**config.mk**
```make
export PLATFORM = sky130hd
export DESIGN_NAME = crc8_checked_frame_parser
export DESIGN_NICKNAME = d
export VERILOG_FILES = /design/src/design/cfp_pkg.sv /design/src/design/crc8_checked_frame_parser.sv
export SDC_FILE = /design/constraint.sdc
export NUM_CORES = 1
export LEC_CHECK = 0
export ABC_CLOCK_PERIOD_IN_PS = 7230
export CORE_MARGIN = 8
export CORE_UTILIZATION = 35
export DETAILED_ROUTE_END_ITERATION = 10
export DONT_BUFFER_PORTS = 1
export PLACE_DENSITY = 0.5
export SLEW_MARGIN = 25
export SYNTH_ARGS = -nofsm -noshare
export SYNTH_HDL_FRONTEND = slang
export SYNTH_SLANG_ARGS = --single-unit
```
**constraint.sdc**
```tcl
create_clock -name clk_i -period 7.23 [get_ports clk_i]
set_input_delay 1.8075 -clock clk_i [delete_from_list [all_inputs] [get_ports clk_i]]
set_output_delay 1.8075 -clock clk_i [all_outputs]
set_load 0.005 [all_outputs]
```
**src/design/cfp_pkg.sv**
```systemverilog
// ----------------------------------------------------------------------------
// cfp_pkg
// Types, constants and the CRC-8 byte update shared by the frame parser.
// ----------------------------------------------------------------------------
package cfp_pkg;

  localparam int unsigned MaxDataBytes = 28;
  localparam int unsigned MinLength    = 3;
  localparam int unsigned MaxLength    = 31;
  localparam int unsigned PayloadBytes = 4;

  localparam logic [7:0] CrcPoly = 8'h07;
  localparam logic [7:0] CrcInit = 8'h00;
  localparam logic [7:0] CrcHiOk = 8'h00;

  localparam logic [1:0] CfgHeader  = 2'd0;
  localparam logic [1:0] CfgMaxCmd  = 2'd1;
  localparam logic [1:0] CfgFanCmd  = 2'd2;
  localparam logic [1:0] CfgLedsCmd = 2'd3;

  typedef enum logic [2:0] {
    PhHeader = 3'd0,
    PhLength = 3'd1,
    PhCmd    = 3'd2,
    PhData   = 3'd3,
    PhCrcLo  = 3'd4,
    PhCrcHi  = 3'd5
  } phase_e;

  typedef logic [PayloadBytes-1:0][7:0] payload_t;

  typedef struct packed {
    logic       done;
    logic [7:0] cmd;
    payload_t   pay;
  } result_t;

  // MSB first, no reflection, no final xor
  function automatic logic [7:0] crc8_update(input logic [7:0] crc, input logic [7:0] b);
    logic [7:0] v;
    v = crc ^ b;
    for (int i = 0; i < 8; i++) begin
      if (v[7]) begin
        v = {v[6:0], 1'b0} ^ CrcPoly;
      end else begin
        v = {v[6:0], 1'b0};
      end
    end
    return v;
  endfunction

endpackage

```
**src/design/crc8_checked_frame_parser.sv**
```systemverilog
// ----------------------------------------------------------------------------
// crc8_checked_frame_parser
// Length-prefixed frame parser with running CRC-8 check and payload capture.
// ----------------------------------------------------------------------------
// One received byte is taken per clock while the skid is empty; each yields a
// registered result word: frame-done flag on tlast, held command and 4-byte
// payload in tdata. CRC update and parse step are combinational; a two-entry
// output stage (register plus skid) takes one more byte while the sink stalls,
// so the rate is one word per clock while the sink is ready. Frame: header,
// length (3..31), command (<= max_command), data, CRC low, CRC high (must be
// zero). The user must write config registers only while idle; not enforced.
module crc8_checked_frame_parser (
  input  logic        clk_i,
  input  logic        rst_ni,
  input  logic        cfg_we_i,
  input  logic [1:0]  cfg_idx_i,
  input  logic [7:0]  cfg_data_i,
  input  logic        s_axis_tvalid_i,
  output logic        s_axis_tready_o,
  input  logic [7:0]  s_axis_tdata_i,   // [7:0] rx_byte
  output logic        m_axis_tvalid_o,
  input  logic        m_axis_tready_i,
  output logic [39:0] m_axis_tdata_o,   // [7:0] command_code, [15:8] payload_zero,
                                        // [23:16] payload_one, [31:24] payload_two,
                                        // [39:32] payload_three
  output logic        m_axis_tlast_o    // frame_done
);
  import cfp_pkg::*;

  logic [7:0] header_q, max_cmd_q, fan_cmd_q, leds_cmd_q;

  phase_e     phase_q, phase_d;
  logic [4:0] cnt_q, cnt_d;
  logic [4:0] pos_q, pos_d;
  logic [7:0] crc_q, crc_d;
  logic [7:0] cmd_q, cmd_d;
  payload_t   pay_q, pay_d;
  payload_t   fdb_q, fdb_cur;

  result_t    res;
  result_t    out_q, skid_q;
  logic       out_valid_q, skid_valid_q;

  logic       acc, pop;
  logic [7:0] b;
  logic       len_ok, cmd_ok, last_data;
  logic [8:0] len_minus;

  assign b   = s_axis_tdata_i;
  assign acc = s_axis_tvalid_i && s_axis_tready_o;
  assign pop = out_valid_q && m_axis_tready_i;

  assign s_axis_tready_o = !skid_valid_q;
  assign m_axis_tvalid_o = out_valid_q;
  assign m_axis_tlast_o  = out_q.done;
  assign m_axis_tdata_o  = {out_q.pay, out_q.cmd};

  // config
  always_ff @(posedge clk_i or negedge rst_ni) begin
    if (!rst_ni) begin
      header_q   <= 8'd170;
      max_cmd_q  <= 8'd6;
      fan_cmd_q  <= 8'd4;
      leds_cmd_q <= 8'd5;
    end else if (cfg_we_i) begin
      case (cfg_idx_i)
        CfgHeader:  header_q   <= cfg_data_i;
        CfgMaxCmd:  max_cmd_q  <= cfg_data_i;
        CfgFanCmd:  fan_cmd_q  <= cfg_data_i;
        CfgLedsCmd: leds_cmd_q <= cfg_data_i;
        default: ;
      endcase
    end
  end

  assign len_minus = {1'b0, b} - 9'(MinLength);
  assign len_ok    = (b >= 8'(MinLength)) && (b <= 8'(MaxLength))
                     && (len_minus <= 9'(MaxDataBytes));
  assign cmd_ok    = (b <= max_cmd_q);
  assign last_data = ((pos_q + 5'd1) >= cnt_q);

  // next phase
  always_comb begin
    phase_d = PhHeader;
    case (phase_q)
      PhHeader: phase_d = (b == header_q) ? PhLength : PhHeader;
      PhLength: phase_d = len_ok ? PhCmd : PhHeader;
      PhCmd: begin
        if (!cmd_ok) begin
          phase_d = PhHeader;
        end else begin
          phase_d = (cnt_q == 5'd0) ? PhCrcLo : PhData;
        end
      end
      PhData:  phase_d = last_data ? PhCrcLo : PhData;
      PhCrcLo: phase_d = (b == crc_q) ? PhCrcHi : PhHeader;
      PhCrcHi: phase_d = PhHeader;
      default: phase_d = (b == header_q) ? PhLength : PhHeader;
    endcase
  end

  // current byte forwarded into the captured data bytes
  always_comb begin
    for (int i = 0; i < PayloadBytes; i++) begin
      fdb_cur[i] = (pos_q == 5'(i)) ? b : fdb_q[i];
    end
  end

  // datapath and result
  always_comb begin
    cnt_d    = cnt_q;
    pos_d    = pos_q;
    crc_d    = crc_q;
    cmd_d    = cmd_q;
    pay_d    = pay_q;
    res.done = 1'b0;
    case (phase_q)
      PhLength: begin
        if (len_ok) begin
          cnt_d = len_minus[4:0];
          pos_d = 5'd0;
          crc_d = crc8_update(CrcInit, b);
        end
      end
      PhCmd: begin
        if (cmd_ok) begin
          cmd_d    = b;
          crc_d    = crc8_update(crc_q, b);
          pay_d[0] = 8'd0;
        end
      end
      PhData: begin
        crc_d = crc8_update(crc_q, b);
        pos_d = pos_q + 5'd1;
        if (last_data) begin
          if (cmd_q == fan_cmd_q) begin
            if (cnt_q >= 5'd1) begin
              pay_d[0] = fdb_cur[0];
            end
          end else if (cmd_q == leds_cmd_q) begin
            if (cnt_q >= 5'(PayloadBytes)) begin
              pay_d = fdb_cur;
            end
          end
        end
      end
      PhCrcHi: res.done = (b == CrcHiOk);
      default: ;
    endcase
    res.cmd = cmd_d;
    res.pay = pay_d;
  end

  always_ff @(posedge clk_i or negedge rst_ni) begin
    if (!rst_ni) begin
      phase_q <= PhHeader;
      cnt_q   <= 5'd0;
      pos_q   <= 5'd0;
      crc_q   <= CrcInit;
      cmd_q   <= 8'd0;
      pay_q   <= '0;
    end else if (acc) begin
      phase_q <= phase_d;
      cnt_q   <= cnt_d;
      pos_q   <= pos_d;
      crc_q   <= crc_d;
      cmd_q   <= cmd_d;
      pay_q   <= pay_d;
    end
  end

  // captured data bytes, no reset
  always_ff @(posedge clk_i) begin
    if (acc && phase_q == PhData && pos_q[4:2] == 3'd0) begin
      fdb_q[pos_q[1:0]] <= b;
    end
  end

  // output register and skid
  always_ff @(posedge clk_i or negedge rst_ni) begin
    if (!rst_ni) begin
      out_valid_q  <= 1'b0;
      skid_valid_q <= 1'b0;
    end else if (!out_valid_q || pop) begin
      if (skid_valid_q) begin
        out_valid_q  <= 1'b1;
        skid_valid_q <= 1'b0;
      end else begin
        out_valid_q <= acc;
      end
    end else if (acc) begin
      skid_valid_q <= 1'b1;
    end
  end

  always_ff @(posedge clk_i) begin
    if (!out_valid_q || pop) begin
      out_q <= skid_valid_q ? skid_q : res;
    end else if (acc) begin
      skid_q <= res;
    end
  end

  a_skid_implies_out: assert property (@(posedge clk_i) disable iff (!rst_ni)
    skid_valid_q |-> out_valid_q)
    else $error("skid word held without output word");

  a_data_pos_in_range: assert property (@(posedge clk_i) disable iff (!rst_ni)
    (phase_q == PhData) |-> (pos_q < cnt_q))
    else $error("data position past data count");

  a_done_only_crc_hi: assert property (@(posedge clk_i) disable iff (!rst_ni)
    (acc && res.done) |-> (phase_q == PhCrcHi))
    else $error("frame done outside CRC high phase");

  a_cmd_captured: assert property (@(posedge clk_i) disable iff (!rst_ni)
    (acc && phase_q == PhCmd && cmd_ok) |=> (cmd_q == $past(b) && pay_q[0] == 8'd0))
    else $error("accepted command not held");

endmodule

```
# Word-level counts from Yosys, hierarchy flattened
# Cells that the tools add are included.
# Widths: inputs -> output; s select.
[classes]
add_sub_neg = 2
order_cmp = 9
n_eq_ne = 17
muxes = 93
n_bitwise = 25
n_reduce_logical = 26
[ops]
columns = ["cell", "n"]
rows = [
  ["$mux 8", 47],
  ["$mux 32", 3],
  ["$mux 3", 27],
  ["$not 3->3", 23],
  ["$mux 24", 2],
  ["$mux 41", 1],
  ["$bwmux 32", 1],
  ["$eq 8x8->1", 4],
  ["$pmux 8 s3", 1],
  ["$demux 8 s2", 1],
  ["$pmux 8 s2", 1],
  ["$pmux 3 s5", 1],
  ["$eq 5x2->1 const B", 2],
  ["$logic_not 5->1", 2],
  ["$pmux 5 s2", 1],
  ["$reduce_and 2->1", 5],
  ["$le 9x5->1 const B", 1],
  ["$sub 8x2->9 const B", 1],
  ["$ge 8x2->1 const B", 1],
  ["$le 8x5->1 const B", 1],
  ["$le 8x8->1", 1],
  ["$logic_not 8->1", 1],
  ["$xor 8x8->8", 1],
  ["$logic_and 1x1->1", 7],
  ["other kinds (25)", 36],
]
[totals]
register_bits = 209
inputBits = 23
output_inout_bits = 43
word_cells = 203

# Depth between registers and ports, before layout
[depth]
word_depth = 33
depth_mapped = 11
mapped_depth_nobuf = 9

# Least setup slack after synthesis
# OpenSTA, ideal clock, no wires.
[synth_timing]
kind = "input-to-reg"
from = "in m_axis_tready_i"
to = "reg skid_q[0] (netlist name) (enable)"
setup_time_ns = 0.439
arrival_time_ns = 4.720
required_ns = 6.791
setup_slack_ns = 2.071
cell_stages = 2
path_buffers = 0
path_cell_list = "nand2b_1 nor2_1"
[synth_between]
elab_chain_len = 4
[synth_lines]
columns = ["element", "line_no", "rtl"]
rows = [
  ["from (decl)", "crc8_checked_frame_parser.sv:22", "input logic m_axis_tready_i,"],
  ["$logic_and 1x1->1", "crc8_checked_frame_parser.sv:51", "assign pop = out_valid_q && m_axis_tready_i;"],
  ["$logic_or 1x1->1", "crc8_checked_frame_parser.sv:197", "if (!out_valid_q || pop) begin"],
  ["$not 1->1 (no source line)", "n/a", ""],
  ["$reduce_and 2->1 (no source line)", "n/a", ""],
  ["to (signal assigned)", "crc8_checked_frame_parser.sv:200", "skid_q <= res;"],
  ["to (decl)", "crc8_checked_frame_parser.sv:41", "result_t out_q, skid_q;"],
]
# Every way passes these cells.
# A chain may end at the register's enable or synchronous reset.

# Worst setup path after layout
[layout_timing]
from = "in s_axis_tdata_i[4]"
to = "reg crc_q[4]"
[layout_between]
elab_chain_len = 22
elab_cells_between_ends = 64
cone_classes = "add/sub (1); order compare (4); eq/ne (2); mux (47); bitwise (7); reduce/logical (3)"
[layout_lines]
columns = ["element", "line_no", "rtl"]
rows = [
  ["from (decl)", "crc8_checked_frame_parser.sv:20", "input logic [7:0] s_axis_tdata_i,"],
  ["$xor 8x8->8", "cfp_pkg.sv:41", "v = crc ^ b;"],
  ["$mux 8", "crc8_checked_frame_parser.sv:126", "if (cmd_ok) begin"],
  ["$mux 8", "crc8_checked_frame_parser.sv:117", "case (phase_q)"],
  ["$mux 8", "crc8_checked_frame_parser.sv:126", ""],
  ["$mux 8", "crc8_checked_frame_parser.sv:117", ""],
  ["$mux 8", "crc8_checked_frame_parser.sv:126", ""],
  ["$mux 8", "crc8_checked_frame_parser.sv:117", ""],
  ["$mux 3", "cfp_pkg.sv:43", "if (v[7]) begin"],
  ["[... 6 more ...]", "n/a", ""],
  ["$not 3->3 (no source line)", "n/a", ""],
  ["$mux 3", "cfp_pkg.sv:43", ""],
  ["$mux 8", "crc8_checked_frame_parser.sv:126", ""],
  ["$mux 8", "crc8_checked_frame_parser.sv:117", ""],
  ["$mux 8", "crc8_checked_frame_parser.sv:126", ""],
  ["$mux 8", "crc8_checked_frame_parser.sv:117", ""],
  ["$mux 8", "crc8_checked_frame_parser.sv:126", ""],
  ["$pmux 8 s3", "crc8_checked_frame_parser.sv:117", ""],
  ["to (signal assigned)", "crc8_checked_frame_parser.sv:159", "crc_q <= CrcInit;"],
  ["to (signal assigned)", "crc8_checked_frame_parser.sv:166", "crc_q <= crc_d;"],
  ["to (decl)", "crc8_checked_frame_parser.sv:35", "logic [7:0] crc_q, crc_d;"],
]
# Parallel ways exist; a longest one is shown, timed or not. The select of a mux whose other input is x is not followed.

==> impl_metrics.toml <==
[logic_synthesis]
yosysWarnings = 0
synth_edf_count = 114
synthFlopType = "edfxtp_1"
synth_cells = 871
synth_top_area_cell = "edfxtp_1"
synthTopCellsByArea = "edfxtp_1 33%, dfrtp_1 21%, mux2i_1 6.8%"
syn_area_sq_um = 10370
avgSynthCellArea_sq_um = 11.91
syn_nets = 927
synth_cell_types = 59
async_flop_share_pct = 45.45
yosysSeqAreaShare_pct = 56.02
synth_top_area_share_pct = 33.00
ys_ff_latch = 209

[layout]
drive_gt1_share_pct = 12.68
final_area_sq_um = 11560
insertedDiodeCount = 0
area_delta_synth_final_pct = 11.47
fin_cells = 1273
nNetsFinal = 920
final_core_util_pct = 39.33

[clock_tree]
cts_buffer_depth = 3
hold_buffers = 0
tritoncts = "yes"
numCtsBuffers = 25
cts_resized = 0
post-cts-setup-buffer-count = 0
root_buffer = "clkbuf_16"
htreeDepth = 1
cts_sinks = 209
clk_latency_ns = 0.52
clkSlewWorstSetupHoldPaths_ns = 0.06

[global_route]
antenna_found_initial = 0
grt_pass1_wl_mm = 36.94
grt_max_degree = 96
grt_pass1_vias = 6288
grt_overflow = 0
track_usage_pct = 12.95

[sta]
slew_violations = 0
clock.fmax_mhz = 276.6
finalSetupViolCount = 0
post-route-min-period_ns = 3.615
slew_headroom_pct = 45.46
grt_setup_unrepaired = "no"
worst_pin_slew_ns = 0.8180
min_period_over_period_pct = 50.00
finClkSkew_ns = 0.007350
hold_viol = 0
setup-tns-final_ns = 0

[die]
die_h_um = 188.2
num_io_pins = 66
start_util_pct = 35.29
core_area_sq_um = 29400
dieWidth_um = 188.2
die-area_sq_um = 35410
rows = 63

[critical_path]
cp_slowest_cell = "or3_1"
cpPeakStageDelay_ns = 0.60
crit_chain = "inv_1 > ha_1 > nand2b_1 > o211ai_1 > a2111oi_2 > a22oi_1 > or3_1 > mux2_4"
cp-end-kind = "flip-flop"
startpoint_type = "input pin"
required_ns = 7.63
path_buf_inv = 1
cp_top_family = "simple AND/OR/NAND/NOR gates"
worstPathArrival_ns = 4.01
path_class = "in2reg"
crit_fanout = 17

[placed_design]
place_inst = 1227
portBuffers = 0
place_congestion = 0.8142
dpl-instance-area_sq_um = 10750
hpwl_mm = 15.65

[route]
num_vias = 6159
wirelength_mm = 23.06
drc = 0
drt_iter0_markers = 324
dr.pass1.iters = 4
viasPerCell = 4.838
detail_route.wl_per_cell_um = 18.11
final_antenna_net_count = 0

[worst_hold_path]
min_path_type = "reg2reg"

[flow_run]
maxCapViolCount = 0

[outcome]
status = "finished clean"

[pwr]
p_leak_nw = 4.866
ir_drop_mv = 0.1625
p_per_area_nw_per_um2 = 244.8
[per-stage QoR]
stage | setup WS (ns) | hold WS, ns | power (mW)
floorplan | 2.071 | 0.4496 | 1.556
global placement | 3.194 | 0.4619 | 1.598
finish | 3.615 | 0.4769 | 2.831
CTS | 3.695 | 0.4833 | 2.875
global route | 3.462 | 0.5052 | 2.945
detailed placement | 3.147 | 0.4701 | 1.601
[logic make-up (layout without fill, tap and decap cells)]
family / Yosys count / count (layout) / synth area share [%]
flops: 209 / 209 / 56.02
simple gates: 181 / 181 / 8.442
compound gates: 150 / 150 / 9.539
mux: 119 / 119 / 12.29
buf+inv: 117 / 129 / 4.498
xor+xnor: 62 / 62 / 5.234
fa+ha+maj: 33 / 33 / 3.980
[layout by cell type, fill, tap and decap left out, types with 5 or more instances in the layout]
cell type and count:
xnor2_1 40, nand2_1 76, inv_1 75, a31o_1 8
a31oi_1 9, nand2b_1 8, dfrtp_1 85, mux2i_1 70
o21ai_1 34, edfxtp_1 114, o211ai_1 5, nand4_1 13
o31ai_1 9, xor2_1 22, and3_1 6, buf_4 6
ha_1 33, nor3_1 5, a21oi_1 11, clkbuf_16 25
mux2_4 6, and2_1 6, dfstp_2 9, nor2_1 27
clkbuf_1 9, o21ai_0 33, mux2_2 41, nand3_1 17
o2bb2ai_1 16
[routing by layer]
layer,wire (um),global-route usage (%),up-vias
met5,0,0,-
met2,10700,21.67,108
li1,-,-,3100
met4,609,3.545,0
met3,940,2.606,37
met1,10810,16.83,2914
[worst reg2reg max path, cell delays in order (launching register included)]
cell       delay [ns]
dfrtp_1          0.50
ha_1             0.29
nand3_1          0.12
xnor2_1          0.17
ha_1             0.30
o211ai_1         0.08
o21ai_1          0.37
nand2_1          0.36
o2111ai_2        0.78
a31o_1           0.25
[final timing paths]
| kind | start | to | slack, ns | depth (start not counted) |
|---|---|---|---|---|
| setup reg to reg | pos_q[0] | m_axis_tdata_o[11] | 3.88 | 9 |
| hold / removal | pay_q[12] | pay_q[12] | 0.48 | 2 |
| hold reg to reg | pay_q[12] | pay_q[12] | 0.48 | 2 |
| max in group asynchronous | rst_ni | header_q[1] | 6.05 | 0 |
| min in group asynchronous | rst_ni | fan_cmd_q[3] | 0.98 | 0 |
| setup / recovery | s_axis_tdata_i[4] | crc_q[4] | 3.61 | 8 |
[layout make-up]
type	instances	area (sq um)
Multi-Input combinational cell	545	4111
Sequential cell	209	5813
Tap cell	390	488.0
Fill cell	2846	17840
Clock inverter	10	131.4
Inverter	77	289.0
Clock buffer	36	686.9
Timing Repair Buffer	6	45.04
[power breakdown]
part / switching [mW] / internal [mW]
Combinational: 0.108 / 0.0910
Sequential: 0.0379 / 1.34
Clock: 0.490 / 0.768
[sequential cells by signal (all words and copies together), names as in the netlist, 8 cells and up]
name	count
crc_q	8
fdb_q	32
pay_q	32
fan_cmd_q	8
m_axis_tdata_o	40
max_cmd_q	8
cmd_q	8
header_q	8
skid_q	41
leds_cmd_q	8
[Yosys cell counts, types with 11 or more instances]
library cell and count:
edfxtp_1 114, dfrtp_1 86, nand2_1 76, inv_1 75
mux2i_1 70, mux2_2 41, xnor2_1 40, o21ai_1 34
ha_1 33, o21ai_0 33, nor2_1 28, xor2_1 22
clkbuf_1 20, nand3_1 17, o2bb2ai_1 16, buf_2 13
nand4_1 13, a21oi_1 11
(Power assumes the default switching activity.)
